File: src/idw_pkg.sv
// Shared types and constants for the I2C display byte writer.
package idw_pkg;

  localparam int unsigned PHASE_W       = 7;
  localparam int unsigned TOTAL_PHASES  = 89;
  localparam int unsigned START_PHASES  = 4;
  localparam int unsigned SEG_PHASES    = 27;
  localparam int unsigned BYTE_PHASES   = 25;
  localparam int unsigned STOP_BASE     = START_PHASES + 3 * SEG_PHASES;

  localparam logic [PHASE_W-1:0] LAST_PHASE = PHASE_W'(TOTAL_PHASES - 1);

  localparam logic [1:0] KIND_TICK = 2'd0;
  localparam logic [1:0] KIND_CMD  = 2'd1;
  localparam logic [1:0] KIND_DATA = 2'd2;

  localparam logic [1:0] SEG_ADDR = 2'd0;
  localparam logic [1:0] SEG_CTRL = 2'd1;
  localparam logic [1:0] SEG_LOAD = 2'd2;

  localparam logic [7:0] ADDR_RESET = 8'h78;
  localparam logic [7:0] CTRL_CMD   = 8'h00;
  localparam logic [7:0] CTRL_DATA  = 8'h40;

  typedef struct packed {
    logic [1:0] kind;
    logic [7:0] payload;
  } in_item_t;

  typedef struct packed {
    logic scl_level;
    logic sda_level;
    logic busy_res;
    logic rejected;
  } out_item_t;

  typedef struct packed {
    logic       scl_we;
    logic       scl_val;
    logic       sda_we;
    logic       sda_from_byte;
    logic       sda_val;
    logic [1:0] seg;
    logic [2:0] bit_sel;
  } action_t;

endpackage

File: src/idw_phase_dec.sv
// Pin action decode for one phase index of the transfer.
module idw_phase_dec (
  input  logic [idw_pkg::PHASE_W-1:0] phase_i,
  output idw_pkg::action_t            action_o
);

  logic [idw_pkg::PHASE_W-1:0] q;
  logic [idw_pkg::PHASE_W-1:0] r_full;
  logic [4:0]                  r;
  logic [4:0]                  x;
  logic [8:0]                  prod;
  logic [2:0]                  bit_idx;
  logic [4:0]                  step;
  logic [1:0]                  seg;
  logic [idw_pkg::PHASE_W-1:0] sp;

  always_comb begin
    q = phase_i - idw_pkg::PHASE_W'(idw_pkg::START_PHASES);
    if (q >= idw_pkg::PHASE_W'(2 * idw_pkg::SEG_PHASES)) begin
      seg    = idw_pkg::SEG_LOAD;
      r_full = q - idw_pkg::PHASE_W'(2 * idw_pkg::SEG_PHASES);
    end else if (q >= idw_pkg::PHASE_W'(idw_pkg::SEG_PHASES)) begin
      seg    = idw_pkg::SEG_CTRL;
      r_full = q - idw_pkg::PHASE_W'(idw_pkg::SEG_PHASES);
    end else begin
      seg    = idw_pkg::SEG_ADDR;
      r_full = q;
    end
    r       = r_full[4:0];
    x       = r - 5'd1;
    // x / 3 for x below 24
    prod    = 9'(x) * 9'd11;
    bit_idx = prod[7:5];
    step    = x - 5'(bit_idx) * 5'd3;
    sp      = phase_i - idw_pkg::PHASE_W'(idw_pkg::STOP_BASE);

    action_o               = '0;
    action_o.seg           = seg;
    action_o.bit_sel       = 3'd7 - bit_idx;

    if (phase_i < idw_pkg::PHASE_W'(idw_pkg::START_PHASES)) begin
      unique case (phase_i[1:0])
        2'd0: begin action_o.sda_we = 1'b1; action_o.sda_val = 1'b1; end
        2'd1: begin action_o.scl_we = 1'b1; action_o.scl_val = 1'b1; end
        2'd2: begin action_o.sda_we = 1'b1; action_o.sda_val = 1'b0; end
        default: begin action_o.scl_we = 1'b1; action_o.scl_val = 1'b0; end
      endcase
    end else if (phase_i < idw_pkg::PHASE_W'(idw_pkg::STOP_BASE)) begin
      if (r == 5'd0) begin
        action_o.scl_we = 1'b1;
        action_o.scl_val = 1'b0;
      end else if (r < 5'(idw_pkg::BYTE_PHASES)) begin
        priority if (step == 5'd0) begin
          action_o.sda_we        = 1'b1;
          action_o.sda_from_byte = 1'b1;
        end else if (step == 5'd1) begin
          action_o.scl_we  = 1'b1;
          action_o.scl_val = 1'b1;
        end else begin
          action_o.scl_we  = 1'b1;
          action_o.scl_val = 1'b0;
        end
      end else if (r == 5'(idw_pkg::BYTE_PHASES)) begin
        action_o.scl_we  = 1'b1;
        action_o.scl_val = 1'b1;
      end else begin
        action_o.scl_we  = 1'b1;
        action_o.scl_val = 1'b0;
      end
    end else if (phase_i < idw_pkg::PHASE_W'(idw_pkg::TOTAL_PHASES)) begin
      unique case (sp[1:0])
        2'd0: begin action_o.scl_we = 1'b1; action_o.scl_val = 1'b0; end
        2'd1: begin action_o.sda_we = 1'b1; action_o.sda_val = 1'b0; end
        2'd2: begin action_o.scl_we = 1'b1; action_o.scl_val = 1'b1; end
        default: begin action_o.sda_we = 1'b1; action_o.sda_val = 1'b1; end
      endcase
    end
  end

endmodule

File: src/idw_core.sv
// Transfer state, pin registers and per-item update.
module idw_core (
  input  logic                clk_i,
  input  logic                rst_ni,
  input  logic                accept_i,
  input  idw_pkg::in_item_t   item_i,
  input  logic [7:0]          dev_addr_i,
  output idw_pkg::out_item_t  result_o
);

  logic [idw_pkg::PHASE_W-1:0] phase_q, phase_d;
  logic [7:0]                  payload_q, payload_d;
  logic                        is_data_q, is_data_d;
  logic                        active_q, active_d;
  logic                        scl_q, scl_d;
  logic                        sda_q, sda_d;
  logic                        rej;
  logic [7:0]                  seg_byte;
  idw_pkg::action_t            act;

  idw_phase_dec u_dec (
    .phase_i  (phase_q),
    .action_o (act)
  );

  always_comb begin
    unique case (act.seg)
      idw_pkg::SEG_ADDR: seg_byte = dev_addr_i;
      idw_pkg::SEG_CTRL: seg_byte = is_data_q ? idw_pkg::CTRL_DATA : idw_pkg::CTRL_CMD;
      default:           seg_byte = payload_q;
    endcase
  end

  always_comb begin
    phase_d   = phase_q;
    payload_d = payload_q;
    is_data_d = is_data_q;
    active_d  = active_q;
    scl_d     = scl_q;
    sda_d     = sda_q;
    rej       = 1'b0;
    unique case (item_i.kind)
      idw_pkg::KIND_TICK: begin
        if (active_q) begin
          if (act.scl_we) scl_d = act.scl_val;
          if (act.sda_we) sda_d = act.sda_from_byte ? seg_byte[act.bit_sel] : act.sda_val;
          if (phase_q >= idw_pkg::LAST_PHASE) begin
            active_d = 1'b0;
            phase_d  = '0;
          end else begin
            phase_d = phase_q + idw_pkg::PHASE_W'(1);
          end
        end
      end
      idw_pkg::KIND_CMD, idw_pkg::KIND_DATA: begin
        if (active_q) begin
          rej = 1'b1;
        end else begin
          payload_d = item_i.payload;
          is_data_d = (item_i.kind == idw_pkg::KIND_DATA);
          phase_d   = '0;
          active_d  = 1'b1;
        end
      end
      default: ;
    endcase
    result_o.scl_level = scl_d;
    result_o.sda_level = sda_d;
    result_o.busy_res  = active_d;
    result_o.rejected  = rej;
  end

  always_ff @(posedge clk_i or negedge rst_ni) begin
    if (!rst_ni) begin
      phase_q   <= '0;
      payload_q <= '0;
      is_data_q <= 1'b0;
      active_q  <= 1'b0;
      scl_q     <= 1'b1;
      sda_q     <= 1'b1;
    end else if (accept_i) begin
      phase_q   <= phase_d;
      payload_q <= payload_d;
      is_data_q <= is_data_d;
      active_q  <= active_d;
      scl_q     <= scl_d;
      sda_q     <= sda_d;
    end
  end

endmodule

File: src/i2c_display_byte_writer.sv
// Top level of the write-only I2C display byte writer.
// Input channel (in_valid_i/in_ready_o/in_data_i): one item is a tick (kind 0),
// a command request (kind 1) or a data request (kind 2). A request loads the
// byte; each later tick applies one SCL/SDA phase of the 89-phase transfer.
// Output channel (out_valid_o/out_ready_i/out_data_o): one item per input item
// with the pin levels, busy flag and a flag for a request dropped while busy.
// Config channel (cfg_valid_i/cfg_ready_o/cfg_data_i): device address byte,
// write bit included; always ready, write it only while idle.
// The result is registered and presented the cycle after the input item is taken.
// Throughput: one item per cycle unless the output stalls; the bus rate follows the tick rate.
// The single output register lets a new item in whenever it is empty or
// being taken in the same cycle; a stalled receiver holds the result and
// blocks input after one item.
// Reset: bus idle (SCL and SDA high), no transfer, address byte 0x78,
// output empty.
module i2c_display_byte_writer (
  input  logic                clk_i,
  input  logic                rst_ni,
  input  logic                in_valid_i,
  output logic                in_ready_o,
  input  idw_pkg::in_item_t   in_data_i,
  output logic                out_valid_o,
  input  logic                out_ready_i,
  output idw_pkg::out_item_t  out_data_o,
  input  logic                cfg_valid_i,
  output logic                cfg_ready_o,
  input  logic [7:0]          cfg_data_i
);

  logic               cfg_we;
  logic [7:0]         dev_addr_q;
  logic               out_valid_q, out_valid_d;
  idw_pkg::out_item_t out_q;
  idw_pkg::out_item_t result;
  logic               accept;

  assign cfg_ready_o = 1'b1;
  assign in_ready_o  = !out_valid_q || out_ready_i;
  assign accept      = in_valid_i && in_ready_o;
  assign cfg_we      = cfg_valid_i && cfg_ready_o;

  idw_core u_core (
    .clk_i      (clk_i),
    .rst_ni     (rst_ni),
    .accept_i   (accept),
    .item_i     (in_data_i),
    .dev_addr_i (dev_addr_q),
    .result_o   (result)
  );

  always_comb begin
    if (accept) begin
      out_valid_d = 1'b1;
    end else if (out_ready_i) begin
      out_valid_d = 1'b0;
    end else begin
      out_valid_d = out_valid_q;
    end
  end

  always_ff @(posedge clk_i or negedge rst_ni) begin
    if (!rst_ni) begin
      dev_addr_q  <= idw_pkg::ADDR_RESET;
      out_valid_q <= 1'b0;
    end else begin
      if (cfg_we) dev_addr_q <= cfg_data_i;
      out_valid_q <= out_valid_d;
    end
  end

  always_ff @(posedge clk_i) begin
    if (accept) out_q <= result;
  end

  assign out_valid_o = out_valid_q;
  assign out_data_o  = out_q;

endmodule

File: config.mk
export PLATFORM = sky130hd
export DESIGN_NAME = i2c_display_byte_writer
export DESIGN_NICKNAME = d
export VERILOG_FILES = /design/src/idw_pkg.sv /design/src/idw_phase_dec.sv /design/src/idw_core.sv /design/src/i2c_display_byte_writer.sv
export SDC_FILE = /design/constraint.sdc
export NUM_CORES = 1
export LEC_CHECK = 0
export BUFFER_PORTS_ARGS = -buffer_cell sky130_fd_sc_hd__buf_2
export CAP_MARGIN = 30
export CORE_MARGIN = 2
export CORE_UTILIZATION = 50
export DETAILED_ROUTE_END_ITERATION = 8
export GPL_TIMING_DRIVEN = 0
export PLACE_DENSITY = 0.65
export SETUP_SLACK_MARGIN = 0.15
export SLEW_MARGIN = 10
export SYNTH_ARGS = -nofsm -noshare
export SYNTH_HDL_FRONTEND = slang
export SYNTH_SLANG_ARGS = --single-unit
File: constraint.sdc
create_clock -name clk_i -period 14.8 [get_ports clk_i]
set_clock_uncertainty 0.2 [all_clocks]
set_input_delay 0.74 -clock clk_i [delete_from_list [all_inputs] [get_ports clk_i]]
set_output_delay 0.74 -clock clk_i [all_outputs]
set_load 0.01 [all_outputs]
* Yosys cells after proc, flatten, opt, wreduce, memory -nomap -nowiden
Cells that the tools add are included.
Word-level totals: output and inout port bits 7, word-level logic and storage cells 106, input bits 23, register bits 32
Cells by class: reduce and logical (&&, ||, !) cells 17, add/subtract/negate cells 8, $lt $le $gt $ge 8, eq/ne operators 11, multipliers 2, bitwise logic cells 1, multiplexer cells 47
Operator list (number):
- $mux W7 | 4
- $mux W1 | 25
- $pmux W8 S2 | 1
- $lt A7 B7 Y1 const B | 2
- $mux W2 | 7
- $pmux W7 S2 | 1
- $logic_not A5 Y1 | 2
- $mux W5 | 2
- $sub A5 B5 Y5 const B | 2
- $mux W3 | 3
- $eq A2 B1 Y1 const B | 4
- $logic_not A2 Y1 | 4
- $mul A5 B4 Y8 const B | 1
- $pmux W2 S2 | 2
- $add A7 B1 Y7 const B | 1
- $ge A7 B5 Y1 const B | 1
- $ge A7 B6 Y1 const B | 1
- $ge A7 B7 Y1 const B | 1
- $lt A7 B3 Y1 const B | 1
- $sub A7 B3 Y7 const B | 1
- $eq A2 B2 Y1 const B | 3
- $reduce_or A2 Y1 | 3
- $eq A5 B1 Y1 const B | 1
- $eq A5 B5 Y1 const B | 1
- other kinds (19) | 20

* Depth between registers and ports, before layout
word-level depth 18, mapped depth 36

* Modules after synthesis
From an unflattened synthesis, not the netlist that was laid out.
Second synthesis, totals: cells, all modules 338, area total of the unflattened synthesis 3229.3 um^2
By module, submodules not included:
- idw_phase_dec | seq. area each 0.0 um^2, cells each 190, area an instance 1490.2 um^2, instances 1
- idw_core | seq. area each 478.0 um^2, cells each 121, area an instance 1227.4 um^2, instances 1
- i2c_display_byte_writer | seq. area each 350.3 um^2, cells each 27, area an instance 511.7 um^2, instances 1

* Worst setup path after synthesis
Ideal clock, no wire load.
path kind flip-flop to flip-flop, start point register u_core.phase_q[2] (netlist bit), end point register out_q, in the netlist out_data_o[2] (data pin), path slack 6.985 ns, clock period less this slack 7.815 ns, stages on the path, launching flop included 37, setup time 0.254 ns, arrival 7.361 ns, cell sequence dfrtp_1 buf_4 inv_1 ha_1 or4bb_1 o22ai_2 o22ai_2 buf_6 nor2_1 a21oi_1 a221oi_1 ha_1 nand3_4 xor2_1 inv_1 fa_1 inv_1 ha_1 nor3_1 a211oi_1 a21oi_1 xnor2_1 xnor2_1 xnor2_2 fa_1 inv_1 ha_1 nor2b_1 o21a_1 nor2_1 xnor2_1 nor3b_1 mux2i_1 o221a_4 o31ai_2 nand2_1 a21o_1
Between the ends: cells in the longest elaborated chain, start to end 18, elaborated cells between the ends (all ways) 40, those cells by class 6 x add/sub; 2 x mul; 6 x order compare; 1 x eq/ne; 22 x mux; 3 x reduce/logical
RTL lines:
- from (decl) | line idw_core.sv:11 | logic [idw_pkg::PHASE_W-1:0] phase_q, phase_d;
- from (signal assigned) | line idw_core.sv:82 | phase_q <= phase_d;
- $sub A7 B3 Y7 | line idw_phase_dec.sv:18 | q = phase_i - idw_pkg::PHASE_W'(idw_pkg::START_PHASES);
- $ge A7 B5 Y1 / $sub A5 B5 Y5 (equally long branches) | line idw_phase_dec.sv:22, idw_phase_dec.sv:24
- $mux W5 | line idw_phase_dec.sv:22 | end else if (q >= idw_pkg::PHASE_W'(idw_pkg::SEG_PHASES)) begin
- $mux W5 | line idw_phase_dec.sv:19 | if (q >= idw_pkg::PHASE_W'(2 * idw_pkg::SEG_PHASES)) begin
- $sub A5 B1 Y5 | line idw_phase_dec.sv:30 | x = r - 5'd1;
- $mul A5 B4 Y8 | line idw_phase_dec.sv:32 | prod = 9'(x) * 9'd11;
- $mul A3 B2 Y5 | line idw_phase_dec.sv:34 | step = x - 5'(bit_idx) * 5'd3;
- $sub A5 B5 Y5 | line idw_phase_dec.sv:34
- [... 3 more ...]
- $mux W2 | line idw_phase_dec.sv:49 | if (r == 5'd0) begin
- $mux W1 | line idw_phase_dec.sv:48 | end else if (phase_i < idw_pkg::PHASE_W'(idw_pkg::STOP_BASE)) begin
- $mux W1 | line idw_phase_dec.sv:41 | if (phase_i < idw_pkg::PHASE_W'(idw_pkg::START_PHASES)) begin
- $mux W1 | line idw_core.sv:46 | if (act.sda_we) sda_d = act.sda_from_byte ? seg_byte[act.bit_sel] : act.sda_val;
- $mux W1 * | line idw_core.sv:46
- $mux W1 * | line idw_core.sv:44 | if (active_q) begin
- $mux W1 * | line idw_core.sv:42 | unique case (item_i.kind)
- net u_core.sda_d | line idw_core.sv:16 | logic sda_q, sda_d;
- to (signal assigned) | line i2c_display_byte_writer.sv:72 | if (accept) out_q <= result;
- to (decl) | line i2c_display_byte_writer.sv:33 | idw_pkg::out_item_t out_q;
Mark *: on every way through the listed nets, which the timed path passes. The rest lies on a longest branch. The select of a mux whose other input is x is not followed. A chain may end at the register's enable or synchronous reset.

* Final worst setup path
Same ends and word-level chain as after synthesis.

==> flow_metrics.py <==
metrics = {
    "floorplan": {
        "floorplan.rows": 28,
        "floorplan.die.height_um": 83.4,
        "design.die.area_mm2": 0.00696,
        "placeable_area_mm2": 0.00603,
        "floorplan.die.width_um": 83.4,
        "initial_core_utilization_pct": 52.3,
        "top_level_pins": 30,
    },
    "worst_setup_path": {
        "path_max_fanout": 10,
        "worst_setup_path_endpoint": "out_data_o[2]",
        "r2r-start": "u_core.phase_q[2]",
        "critPathMostFrequentCell": "sky130_fd_sc_hd__ha_1",
        "reg2regPathDepth": 36,
        "critPathRequiredTime_ns": 14.63,
        "capturing_element_type_of_the_critical_path": "flip-flop",
        "largest_delay_contributor_family_on_the_critical_path": "adder cells",
        "setup.worst_path.start": "u_core.phase_q[2]",
        "r2r_end": "out_data_o[2]",
        "regToRegSetupSlack_ns": 6.06,
        "criticalPathCategory": "flip-flop to flip-flop",
        "timing.critical_path.buf_inv": 6,
        "largest_stage_delay_on_the_critical_path_ns": 0.52,
        "timing.critical_path.slowest_stage_cell": "sky130_fd_sc_hd__or4bb_1",
        "path_length_in_cells_of_the_critical_path": 36,
        "cp.arrival_ns": 8.57,
        "start_kind": "flip-flop",
    },
    "cells_and_area": {
        "n_antenna_cell": 0,
        "layout-area-overhead-vs-synth_pct": 11.3,
        "finalNetCount": 430,
        "fraction_of_final_layout_cells_with_drive_strength_greater_than_1_pct": 24.3,
    },
    "status": {
        "outcome": "completed",
    },
    "sta": {
        "hold-worst-slack_ns": 0.261,
        "period_share_pct": 59.0,
        "fin_setup_tns_ns": 0,
        "final_number_of_setup_violating_endpoints": 0,
        "min_period_ns": 8.74,
        "rsz_0062_raised_after_global_routing": "no",
        "timing_worst_slew_pin_value_ns": 0.688,
        "maxSlewViolCount": 0,
        "final_hold_violations": 0,
        "clock.fmax_mhz": 114,
        "slew_headroom_pct": 54.1,
    },
    "synth": {
        "synth.ff_latch_count": 32,
        "async_flop_share_pct": 87.5,
        "synth_enable_flop_cells": 4,
        "yosysSeqAreaShare_pct": 26.3,
        "synthesis.instances": 331,
        "synthesis.area_mm2": 0.00315,
        "synth-warning-count": 0,
        "avgSynthCellArea_um2": 9.53,
        "synth_ff_type": "sky130_fd_sc_hd__dfrtp_1",
        "synth_cell_types": 74,
        "syn_nets": 396,
    },
    "cts": {
        "clock_latency_reported_for_the_late_side_of_the_worst_skew_pair_ns": 0.28,
        "cts.sink_count": 32,
        "ctsLongestPathBuffers": 2,
        "resized_cells_post_cts": 0,
        "htree_levels": 2,
        "clock_slew_at_the_register_clock_pins_of_the_worst_setup_and_hold_paths_ns": 0.07,
        "tritoncts_clock_tree": "done",
        "cts_made_buffers": 5,
        "clockRootBuffer": "sky130_fd_sc_hd__clkbuf_8",
        "cts-hold-fix-buffers": 0,
        "cts.repair_timing.setup_buffer_count": 0,
    },
    "worst_hold_path": {
        "holdCritPathClass": "input port to async pin",
    },
    "detailed_routing": {
        "drt-wirelength-per-cell_um": 14.6,
        "detailedRoute.firstIterationViolations": 89,
        "drt-pass1-iter-count": 4,
        "post-route-drc-count": 0,
        "detail_route.vias_per_cell": 5.63,
        "drtAntennaViolNets": 0,
        "num_vias": 2481,
        "drt_wl_total_mm": 6.44,
    },
    "global_route": {
        "gr-usage-all-layers_pct": 19.3,
        "global_route_wire_length_before_repair_mm": 11.2,
        "grt_antenna_before_repair": 0,
        "largest_net_degree_at_the_start_of_global_routing": 29,
        "grt_overflow_total": 0,
        "first_global_vias": 2434,
    },
    "placement": {
        "finalWeightedCongestion": 0.818,
        "port-buffer-count": 27,
        "place_hpwl_mm": 5.07,
    },
    "flow_run": {
        "max_cap_viol_count": 0,
    },
}
==> sequential cells by signal, indices dropped and copies added (netlist names) <==
| name | flops |
|---|---|
| dev_addr_q | 8 |
| u_core.active_q | 1 |
| u_core.sda_q | 1 |
| out_data_o | 4 |
| u_core.is_data_q | 1 |
| u_core.scl_q | 1 |
| out_valid_o | 1 |
| u_core.payload_q | 8 |
| u_core.phase_q | 7 |
==> metal layers <==
metal  track usage (%)  vias to the layer above  routed length (um)
li1                  -                     1254                   -
met4              4.40                        0                  55
met2              30.6                       40                2880
met1              27.9                     1182                3290
met5                 0                        -                   0
met3              2.78                        5                 223
==> logic make-up after synthesis <==
| logic type | after synthesis | share of synthesized area, % |
|---|---|---|
| xor+xnor | 13 | 4.09 |
| other cells | 1 | 0.119 |
| mux | 27 | 9.20 |
| flops | 32 | 26.3 |
| simple gates | 92 | 16.5 |
| buf+inv | 45 | 6.43 |
| fa+ha+maj | 42 | 17.4 |
| compound gates | 79 | 20.0 |
==> per-stage QoR <==
| stage | cell area (um^2) | util, % | worst slack [ns] | std cells |
|---|---|---|---|---|
| after floorplan | 3150 | - | 6.98 | 331 |
| after global placement | 3380 | 56.1 | 6.14 | 433 |
| after detailed placement | 3380 | 56.1 | 6.12 | 433 |
| after CTS | 3510 | 58.2 | 6.07 | 441 |
| after global routing | 3510 | 58.2 | 5.24 | 441 |
| final | 3510 | 58.2 | 6.06 | 441 |
==> layout by cell type (no fill, tap or decap), types with 3 or more instances in the layout <==
cell and instances:
sky130_fd_sc_hd__ha_1 39, sky130_fd_sc_hd__inv_1 33, sky130_fd_sc_hd__buf_2 27, sky130_fd_sc_hd__nor2_1 22
sky130_fd_sc_hd__dfrtp_1 22, sky130_fd_sc_hd__nand2_1 21, sky130_fd_sc_hd__mux2_2 16, sky130_fd_sc_hd__o21ai_0 15
sky130_fd_sc_hd__a21oi_1 14, sky130_fd_sc_hd__mux2i_1 11, sky130_fd_sc_hd__nand3_1 9, sky130_fd_sc_hd__xnor2_1 8
sky130_fd_sc_hd__clkbuf_8 7, sky130_fd_sc_hd__nand2b_1 6, sky130_fd_sc_hd__nor3_1 6, sky130_fd_sc_hd__dfstp_2 6
sky130_fd_sc_hd__clkbuf_1 5, sky130_fd_sc_hd__nor2b_1 5, sky130_fd_sc_hd__a21o_1 4, sky130_fd_sc_hd__edfxtp_1 4
sky130_fd_sc_hd__xor2_1 3, sky130_fd_sc_hd__buf_6 3, sky130_fd_sc_hd__buf_4 3, sky130_fd_sc_hd__o22ai_1 3
sky130_fd_sc_hd__a211oi_2 3, sky130_fd_sc_hd__and3_1 3, sky130_fd_sc_hd__o221ai_1 3, sky130_fd_sc_hd__fa_1 3
==> how the worst min path moves through the flow <==
stage	start	end	cells past startpoint
3_5_place_dp	u_core.scl_q	u_core.scl_q	2
3_3_place_gp	u_core.scl_q	u_core.scl_q	2
2_1_floorplan	rst_ni	dev_addr_q[0]	0
6_report	rst_ni	u_core.active_q	1
4_1_cts	rst_ni	u_core.active_q	1
5_1_grt	u_core.scl_q	u_core.scl_q	2
==> cells in the mapped netlist, types with 5 or more instances <==
library cell	n	area (um^2)
sky130_fd_sc_hd__dfstp_2	6	158
sky130_fd_sc_hd__ha_1	39	488
sky130_fd_sc_hd__nand2_1	21	78.8
sky130_fd_sc_hd__xnor2_1	8	70.1
sky130_fd_sc_hd__mux2_2	16	180
sky130_fd_sc_hd__clkbuf_1	5	18.8
sky130_fd_sc_hd__nor2b_1	5	31.3
sky130_fd_sc_hd__nand2b_1	6	37.5
sky130_fd_sc_hd__mux2i_1	11	110
sky130_fd_sc_hd__a21oi_1	14	70.1
sky130_fd_sc_hd__dfrtp_1	22	551
sky130_fd_sc_hd__nor3_1	6	30.0
sky130_fd_sc_hd__nor2_1	22	82.6
sky130_fd_sc_hd__o21ai_0	15	75.1
sky130_fd_sc_hd__inv_1	33	124
sky130_fd_sc_hd__nand3_1	9	45.0
==> cell type report <==
cell class / count / area [um^2]
Buffer: 11 / 75.1
Clock buffer: 7 / 96.3
Sequential cell: 32 / 828
Fill cell: 522 / 2520
Inverter: 34 / 128
Multi-Input combinational cell: 254 / 2120
Tap cell: 75 / 93.8
Timing Repair Buffer: 27 / 135
Clock inverter: 1 / 30.0
Power is not shown: default switching activity piles up to over one toggle a cycle in this logic, so the estimate is an artifact.
